[src/hdl/ipf_pkg.sv]
// shared types, constants and the prefix mask function of the prefix filter
// no dependencies
package ipf_pkg;

    localparam int RULES_PER_SIDE = 4;
    localparam int RULE_SLOTS     = 4;
    localparam int SLOT_W         = $clog2(RULE_SLOTS);
    localparam int NUM_REGS       = 2 * RULE_SLOTS;
    localparam int REG_IDX_W      = $clog2(NUM_REGS);
    localparam int ADDR_W         = REG_IDX_W + 3;
    localparam int DATA_W         = 64;
    localparam int ADDR_LSB       = 3;
    localparam int IP_W           = 32;
    localparam int LEN_W          = 6;
    localparam int REG_W          = 1 + LEN_W + IP_W;

    localparam logic SIDE_SRC = 1'b0;
    localparam logic SIDE_DST = 1'b1;

    typedef struct packed {
        logic             valid;
        logic [LEN_W-1:0] len;
        logic [IP_W-1:0]  net;
    } t_rule;

    typedef struct packed {
        logic valid;
        logic hit;
    } t_lane_res;

    // lengths above 32 saturate; a shift by 32 leaves all ones in the mask
    function automatic logic [IP_W-1:0] prefix_mask(input logic [LEN_W-1:0] len);
        logic [LEN_W-1:0] sat;
        sat = (len > LEN_W'(IP_W)) ? LEN_W'(IP_W) : len;
        return ~({IP_W{1'b1}} >> sat);
    endfunction

endpackage

[src/hdl/ipf_lane.sv]
// one rule compare lane: masked address against masked network
// depends on ipf_pkg
module ipf_lane (
    input  logic [ipf_pkg::IP_W-1:0] i_addr,
    input  ipf_pkg::t_rule           i_rule,
    output ipf_pkg::t_lane_res       o_res
);
    import ipf_pkg::*;

    logic [IP_W-1:0] mask;

    assign mask        = prefix_mask(i_rule.len);
    assign o_res.valid = i_rule.valid;
    assign o_res.hit   = i_rule.valid && ((i_addr & mask) == (i_rule.net & mask));

endmodule

[src/hdl/ipf_merge.sv]
// merging stage: folds lane results of both sides into the registered verdict
// depends on ipf_pkg
module ipf_merge (
    input  logic              i_clk,
    input  logic              i_rst_n,
    input  logic              i_valid,
    input  logic              i_hdr,
    input  ipf_pkg::t_lane_res i_src [ipf_pkg::RULES_PER_SIDE],
    input  ipf_pkg::t_lane_res i_dst [ipf_pkg::RULES_PER_SIDE],
    output logic              o_valid,
    output logic              o_matched
);
    import ipf_pkg::*;

    logic r_valid, n_valid;
    logic r_matched, n_matched;
    logic src_any_v, src_any_h, dst_any_v, dst_any_h;

    always_comb begin
        src_any_v = 1'b0;
        src_any_h = 1'b0;
        dst_any_v = 1'b0;
        dst_any_h = 1'b0;
        for (int i = 0; i < RULES_PER_SIDE; i++) begin
            src_any_v = src_any_v | i_src[i].valid;
            src_any_h = src_any_h | i_src[i].hit;
            dst_any_v = dst_any_v | i_dst[i].valid;
            dst_any_h = dst_any_h | i_dst[i].hit;
        end
        // a side with no valid rule passes
        n_matched = i_hdr && (!src_any_v || src_any_h) && (!dst_any_v || dst_any_h);
        n_valid   = i_valid;
    end

    always_ff @(posedge i_clk) begin
        if (!i_rst_n) begin
            r_valid <= 1'b0;
        end else begin
            r_valid <= n_valid;
        end
    end

    always_ff @(posedge i_clk) begin
        r_matched <= n_matched;
    end

    assign o_valid   = r_valid;
    assign o_matched = r_matched;

endmodule

[src/hdl/ipv4_src_dst_prefix_filter_core.sv]
// top level of the ipv4 source/destination prefix filter
// depends on ipf_pkg, ipf_lane and ipf_merge
//
// usage
//   request channel: drive i_has_ipv4, i_src_addr, i_dst_addr and raise start;
//   the request is taken at a clock edge where start is high and busy is low.
//   busy is always low, so one request can be taken every cycle.
//   result channel: o_valid is high for one cycle with o_matched once the
//   request has passed the lane register and the merging stage; results
//   come back in request order. the compare lanes (one per rule and side,
//   in parallel) run into a register, then the merging stage folds them.
//   throughput is one request per cycle.
//   rules are written over the apb port, one 64-bit register per rule at byte
//   address 8*i (source rules 0..3, destination rules 4..7); writes are meant
//   to happen while no request is in flight. pready is always high.
//   synchronous reset clears all rules and the in-flight valids; no result is
//   shown until a new request is taken. the receiver cannot stall the block.
module ipv4_src_dst_prefix_filter_core (
    input  logic                          i_clk,
    input  logic                          i_rst_n,
    input  logic                          start,
    output logic                          busy,
    input  logic                          i_has_ipv4,
    input  logic [ipf_pkg::IP_W-1:0]      i_src_addr,
    input  logic [ipf_pkg::IP_W-1:0]      i_dst_addr,
    output logic                          o_valid,
    output logic                          o_matched,
    input  logic                          psel,
    input  logic                          penable,
    input  logic                          pwrite,
    input  logic [ipf_pkg::ADDR_W-1:0]    paddr,
    input  logic [ipf_pkg::DATA_W-1:0]    pwdata,
    output logic [ipf_pkg::DATA_W-1:0]    prdata,
    output logic                          pready
);
    import ipf_pkg::*;

    t_rule r_src_rule [RULE_SLOTS];
    t_rule r_dst_rule [RULE_SLOTS];

    t_lane_res src_res [RULES_PER_SIDE];
    t_lane_res dst_res [RULES_PER_SIDE];
    t_lane_res r_src_res [RULES_PER_SIDE];
    t_lane_res r_dst_res [RULES_PER_SIDE];
    logic      r_v1, n_v1;
    logic      r_hdr;

    logic                 cfg_wr;
    logic [REG_IDX_W-1:0] reg_idx;
    logic                 reg_side;
    logic [SLOT_W-1:0]    reg_slot;
    t_rule                wr_rule;
    t_rule                rd_rule;

    assign busy    = 1'b0;
    assign pready  = 1'b1;
    assign cfg_wr  = psel && penable && pwrite && pready;
    assign reg_idx = paddr[ADDR_W-1:ADDR_LSB];
    assign reg_side = reg_idx[REG_IDX_W-1];
    assign reg_slot = reg_idx[SLOT_W-1:0];
    assign wr_rule = t_rule'(pwdata[REG_W-1:0]);

    // rule registers
    always_ff @(posedge i_clk) begin
        if (!i_rst_n) begin
            for (int i = 0; i < RULE_SLOTS; i++) begin
                r_src_rule[i] <= '0;
                r_dst_rule[i] <= '0;
            end
        end else if (cfg_wr) begin
            if (reg_side == SIDE_SRC) begin
                r_src_rule[reg_slot] <= wr_rule;
            end else begin
                r_dst_rule[reg_slot] <= wr_rule;
            end
        end
    end

    always_comb begin
        unique case (reg_side)
            SIDE_SRC: rd_rule = r_src_rule[reg_slot];
            SIDE_DST: rd_rule = r_dst_rule[reg_slot];
            default:  rd_rule = '0;
        endcase
    end

    assign prdata = {{(DATA_W-REG_W){1'b0}}, rd_rule};

    // compare lanes
    for (genvar g = 0; g < RULES_PER_SIDE; g++) begin : g_lane
        ipf_lane u_src_lane (
            .i_addr (i_src_addr),
            .i_rule (r_src_rule[g]),
            .o_res  (src_res[g])
        );
        ipf_lane u_dst_lane (
            .i_addr (i_dst_addr),
            .i_rule (r_dst_rule[g]),
            .o_res  (dst_res[g])
        );
    end

    assign n_v1 = start && !busy;

    always_ff @(posedge i_clk) begin
        if (!i_rst_n) begin
            r_v1 <= 1'b0;
        end else begin
            r_v1 <= n_v1;
        end
    end

    always_ff @(posedge i_clk) begin
        r_hdr <= i_has_ipv4;
        for (int i = 0; i < RULES_PER_SIDE; i++) begin
            r_src_res[i] <= src_res[i];
            r_dst_res[i] <= dst_res[i];
        end
    end

    ipf_merge u_merge (
        .i_clk     (i_clk),
        .i_rst_n   (i_rst_n),
        .i_valid   (r_v1),
        .i_hdr     (r_hdr),
        .i_src     (r_src_res),
        .i_dst     (r_dst_res),
        .o_valid   (o_valid),
        .o_matched (o_matched)
    );

endmodule

[config.mk]
export PLATFORM = sky130hd
export DESIGN_NAME = ipv4_src_dst_prefix_filter_core
export DESIGN_NICKNAME = d
export VERILOG_FILES = /design/src/hdl/ipf_pkg.sv /design/src/hdl/ipf_lane.sv /design/src/hdl/ipf_merge.sv /design/src/hdl/ipv4_src_dst_prefix_filter_core.sv
export SDC_FILE = /design/constraint.sdc
export NUM_CORES = 1
export LEC_CHECK = 0
export BUFFER_PORTS_ARGS = -buffer_cell sky130_fd_sc_hd__buf_2
export CAP_MARGIN = 20
export CELL_PAD_IN_SITES_DETAIL_PLACEMENT = 0
export CELL_PAD_IN_SITES_GLOBAL_PLACEMENT = 1
export CORE_ASPECT_RATIO = 1.25
export CORE_MARGIN = 5
export CORE_UTILIZATION = 40
export CTS_BUF_LIST = sky130_fd_sc_hd__clkbuf_16
export CTS_CLUSTER_SIZE = 12
export DETAILED_ROUTE_END_ITERATION = 6
export PLACE_DENSITY_LB_ADDON = 0.08
export SYNTH_ARGS = -nofsm -noshare
export SYNTH_HDL_FRONTEND = slang
export SYNTH_SLANG_ARGS = --single-unit
export TNS_END_PERCENT = 1
[constraint.sdc]
create_clock -name i_clk -period 11.98 [get_ports i_clk]
set_input_delay 0.599 -clock i_clk [delete_from_list [all_inputs] [get_ports i_clk]]
set_output_delay 0.599 -clock i_clk [all_outputs]
set_load 0.01 [all_outputs]
==> results.sh <==
export IMPL_reg2reg_slack_ps=8860
export IMPL_setup_worst_path_end="prdata[38]"
export IMPL_rows=92
export IMPL_max_freq_mhz=267
export IMPL_cts_root_buf="clkbuf_16"
export IMPL_synth_area_top_cells="edfxtp_1 (46%), mux4_2 (8.7%), and2_1 (7.3%)"
export IMPL_grt_usage_pct=30.1
export IMPL_htreeDepth=2
export IMPL_fp_dieW_um=211
export IMPL_final_util_pct=45.1
export IMPL_die_y_um=262
export IMPL_hp_class="in2reg"
export IMPL_crit_path_end_kind="output pin"
export IMPL_numPortBuffers=153
export IMPL_grt_ovfl_total=0
export IMPL_wl_per_cell_um=32.4
export IMPL_grt_pass1_wl_mm=119
export IMPL_final_max_slew_violation_count=0
export IMPL_vias=15400
export IMPL_ys_seq_area_share_pct=48.1
export IMPL_grt_max_degree=58
export IMPL_ant_nets=0
export IMPL_cts_hold_buf=0
export IMPL_synth_fa_ha_area_share_pct=0.395
export IMPL_p_leak_nw=8.39
export IMPL_cts_setup_buffers=0
export IMPL_relSlewSlack_pct=32.4
export IMPL_cts_buffers_inserted=38
export IMPL_routabilityCongestion=0.957
export IMPL_ctsResizeCount=0
export IMPL_final_net_count=2071
export IMPL_synth_xor_area_share_pct=11.0
export IMPL_ys_types=66
export IMPL_first_iter_violations=1441
export IMPL_post_route_min_period_ps=3740
export IMPL_totalWireLength_mm=84.8
export IMPL_grt_pass1_vias=15500
export IMPL_synth_top_cell_area_share_pct=46.2
export IMPL_placed_cells=2548
export IMPL_outcome="finished, final reports clean"
export IMPL_synth_avg_cell_area_sq_um=10.9
export IMPL_area_growth_pct=11.7
export IMPL_initial_core_util_pct=40.3
export IMPL_setup_viol=0
export IMPL_cp_start_kind="primary input"
export IMPL_whs_ps=155
export IMPL_drive_above_1_share_pct=16.6
export IMPL_cts_tree="yes"
export IMPL_synth_edf_count=312
export IMPL_die_area_sq_um=55400
export IMPL_synthArstFlopShare_pct=0
export IMPL_maxCapViolations=0
export IMPL_r2r_cells=6
export IMPL_critPathKind="in2out"
export IMPL_power_total_mw=3.10
export IMPL_worstPathArrival_ps=3140
export IMPL_crit_fanout=45
export IMPL_yosys_register_bits=332
export IMPL_yosys_warnings=0
export IMPL_synthMuxAreaShare_pct=8.71
export IMPL_fin_crit_sh_pct=31.2
export IMPL_clock_sinks=332
export IMPL_clock_skew_ps=9.54
export IMPL_final_hold_viol_count=0
export IMPL_tightest_slew_ps=1010
export IMPL_yosys_area_share_simple_pct=18.3
export IMPL_synth_top_family_by_area="simple AND/OR/NAND/NOR gates"
export IMPL_r2r_end="r_dst_res[2]"
export IMPL_drt_first_pass_iters=5
export IMPL_tns_ps=0
export IMPL_syn_inst=1865
export IMPL_r2r_start="r_dst_rule[2][34]"
export IMPL_synth_compound_area_share_pct=9.25
export IMPL_antenna_found_initial=3
export IMPL_post_dp_hpwl_mm=62.0
export IMPL_fin_cells=2620
export IMPL_worstSetupStartpoint="paddr[3]"
export IMPL_core_sq_um=50300
export IMPL_syn_cell_area_sq_um=20300
export IMPL_clkTransAtPathRegs_ps=60
export IMPL_synth_top_flop_cell="edfxtp_1"
export IMPL_power_density_nw_per_um2=137
export IMPL_via_per_inst=5.87
export IMPL_required_ps=11380
export IMPL_clk_latency_ps=560
export IMPL_rsz0062_at_grt="false"
export IMPL_synth_area_leader_cell="edfxtp_1"
export IMPL_io_pin_count=209
export IMPL_clock_path_buffers=3
export IMPL_ir_drop_uv=103
export IMPL_drc=0
[synthesized netlist by cell type (5+ instances only)]
cell,instances
buf_1,8
o221ai_1,5
o21a_1,7
o22ai_1,26
a21oi_1,87
maj3_1,8
and3_1,84
clkbuf_1,137
a31oi_1,28
o32ai_1,5
o211ai_1,10
xor2_1,119
o21ai_0,73
mux4_2,78
nand2b_1,11
inv_1,15
or3_1,9
o21ai_1,6
nor2b_1,5
nor3_1,29
and2_1,238
nand4_1,16
xnor2_1,136
or4_1,5
nor4_1,21
o31ai_1,6
a22oi_1,6
nor2_1,68
dfxtp_1,20
or2_1,6
edfxtp_1,312
nand2_1,162
a211oi_1,5
buf_4,27
nand3_1,25
[how the worst min path moves through the flow]
stage | startpoint | to | cells after the start
after floorplan | r_dst_rule[2][38] | r_dst_res[3] | 0
after global placement | r_src_rule[1][38] | r_src_res[5] | 0
after detailed placement | r_src_rule[1][38] | r_src_res[5] | 0
after CTS | i_has_ipv4 | r_hdr | 1
after global routing | i_has_ipv4 | r_hdr | 1
final | i_has_ipv4 | r_hdr | 1
[cell type report]
class,count,area (sq um)
Fill cell,4869,27600
Multi-Input combinational cell,1367,9880
Sequential cell,332,9770
Clock buffer,39,976
Timing Repair Buffer,175,942
Tap cell,658,823
Clock inverter,29,211
Inverter,16,60.1
Antenna cell,4,10.0
[power breakdown]
part,switching [mW],internal [mW],total (mW)
registers,0.0827,1.33,1.42
logic,0.350,0.185,0.535
clock network,0.496,0.655,1.15
total,0.929,2.17,3.10
[layer usage]
metal	GRT usage [%]	vias up	routed length (um)	share of wire, %
met1	37.3	7834	32400	38
met3	3.33	136	4380	5.2
met5	0	-	0	0
li1	-	6852	-	-
met2	53.0	569	43300	51
met4	14.1	0	4760	5.6
[logic make-up after synthesis]
family | after synthesis
multiplexers | 79
AND/OR/NAND/NOR | 692
XOR/XNOR | 255
adder cells (fa/ha/maj) | 8
AO/OA/AOI/OAI | 306
buffers and inverters | 191
other | 2
flip-flops | 332
[flip-flops by register name (all words and copies together), names as in the netlist]
| name | cells |
|---|---|
| u_merge.o_valid | 1 |
| r_dst_res | 8 |
| u_merge.o_matched | 1 |
| r_v1 | 1 |
| r_src_res | 8 |
| r_hdr | 1 |
| r_src_rule | 156 |
| r_dst_rule | 156 |
[stage by stage]
| stage | worst slack (ps) | instance area, sq um |
|---|---|---|
| 2_1_floorplan | 7040 | 20400 |
| 3_3_place_gp | 8050 | 21500 |
| 4_1_cts | 8180 | 22700 |
| 5_1_grt | 8080 | 22700 |
| 3_5_place_dp | 8000 | 21500 |
| 6_report | 8240 | 22700 |
[cell usage in the layout, fill, tap and decap left out, types with 7 or more instances in the layout]
cell | Yosys | layout
buf_2 | 1 | 150
nor2_1 | 68 | 62
nor4_1 | 21 | 21
xnor2_1 | 136 | 136
a21oi_1 | 87 | 87
o22ai_1 | 26 | 26
clkinv_1 | 0 | 7
nand2b_1 | 11 | 9
nor3_1 | 29 | 27
a31oi_1 | 28 | 28
xor2_1 | 119 | 119
edfxtp_1 | 312 | 312
inv_1 | 15 | 26
mux4_2 | 78 | 78
and3_1 | 84 | 84
maj3_1 | 8 | 8
o21ai_0 | 73 | 67
clkbuf_16 | 0 | 39
dfxtp_1 | 20 | 20
o21a_1 | 7 | 7
conb_1 | 2 | 27
buf_4 | 27 | 24
and2_1 | 238 | 238
nand4_1 | 16 | 16
nand3_1 | 25 | 25
nand2_1 | 162 | 162
or3_1 | 9 | 9
o211ai_1 | 10 | 10
[worst max-delay path, cell delays in order]
cell and delay [ps]:
buf_6 510, buf_4 800, mux4_2 620, mux2_2 340, buf_2 160
(Power assumes the default switching activity.)
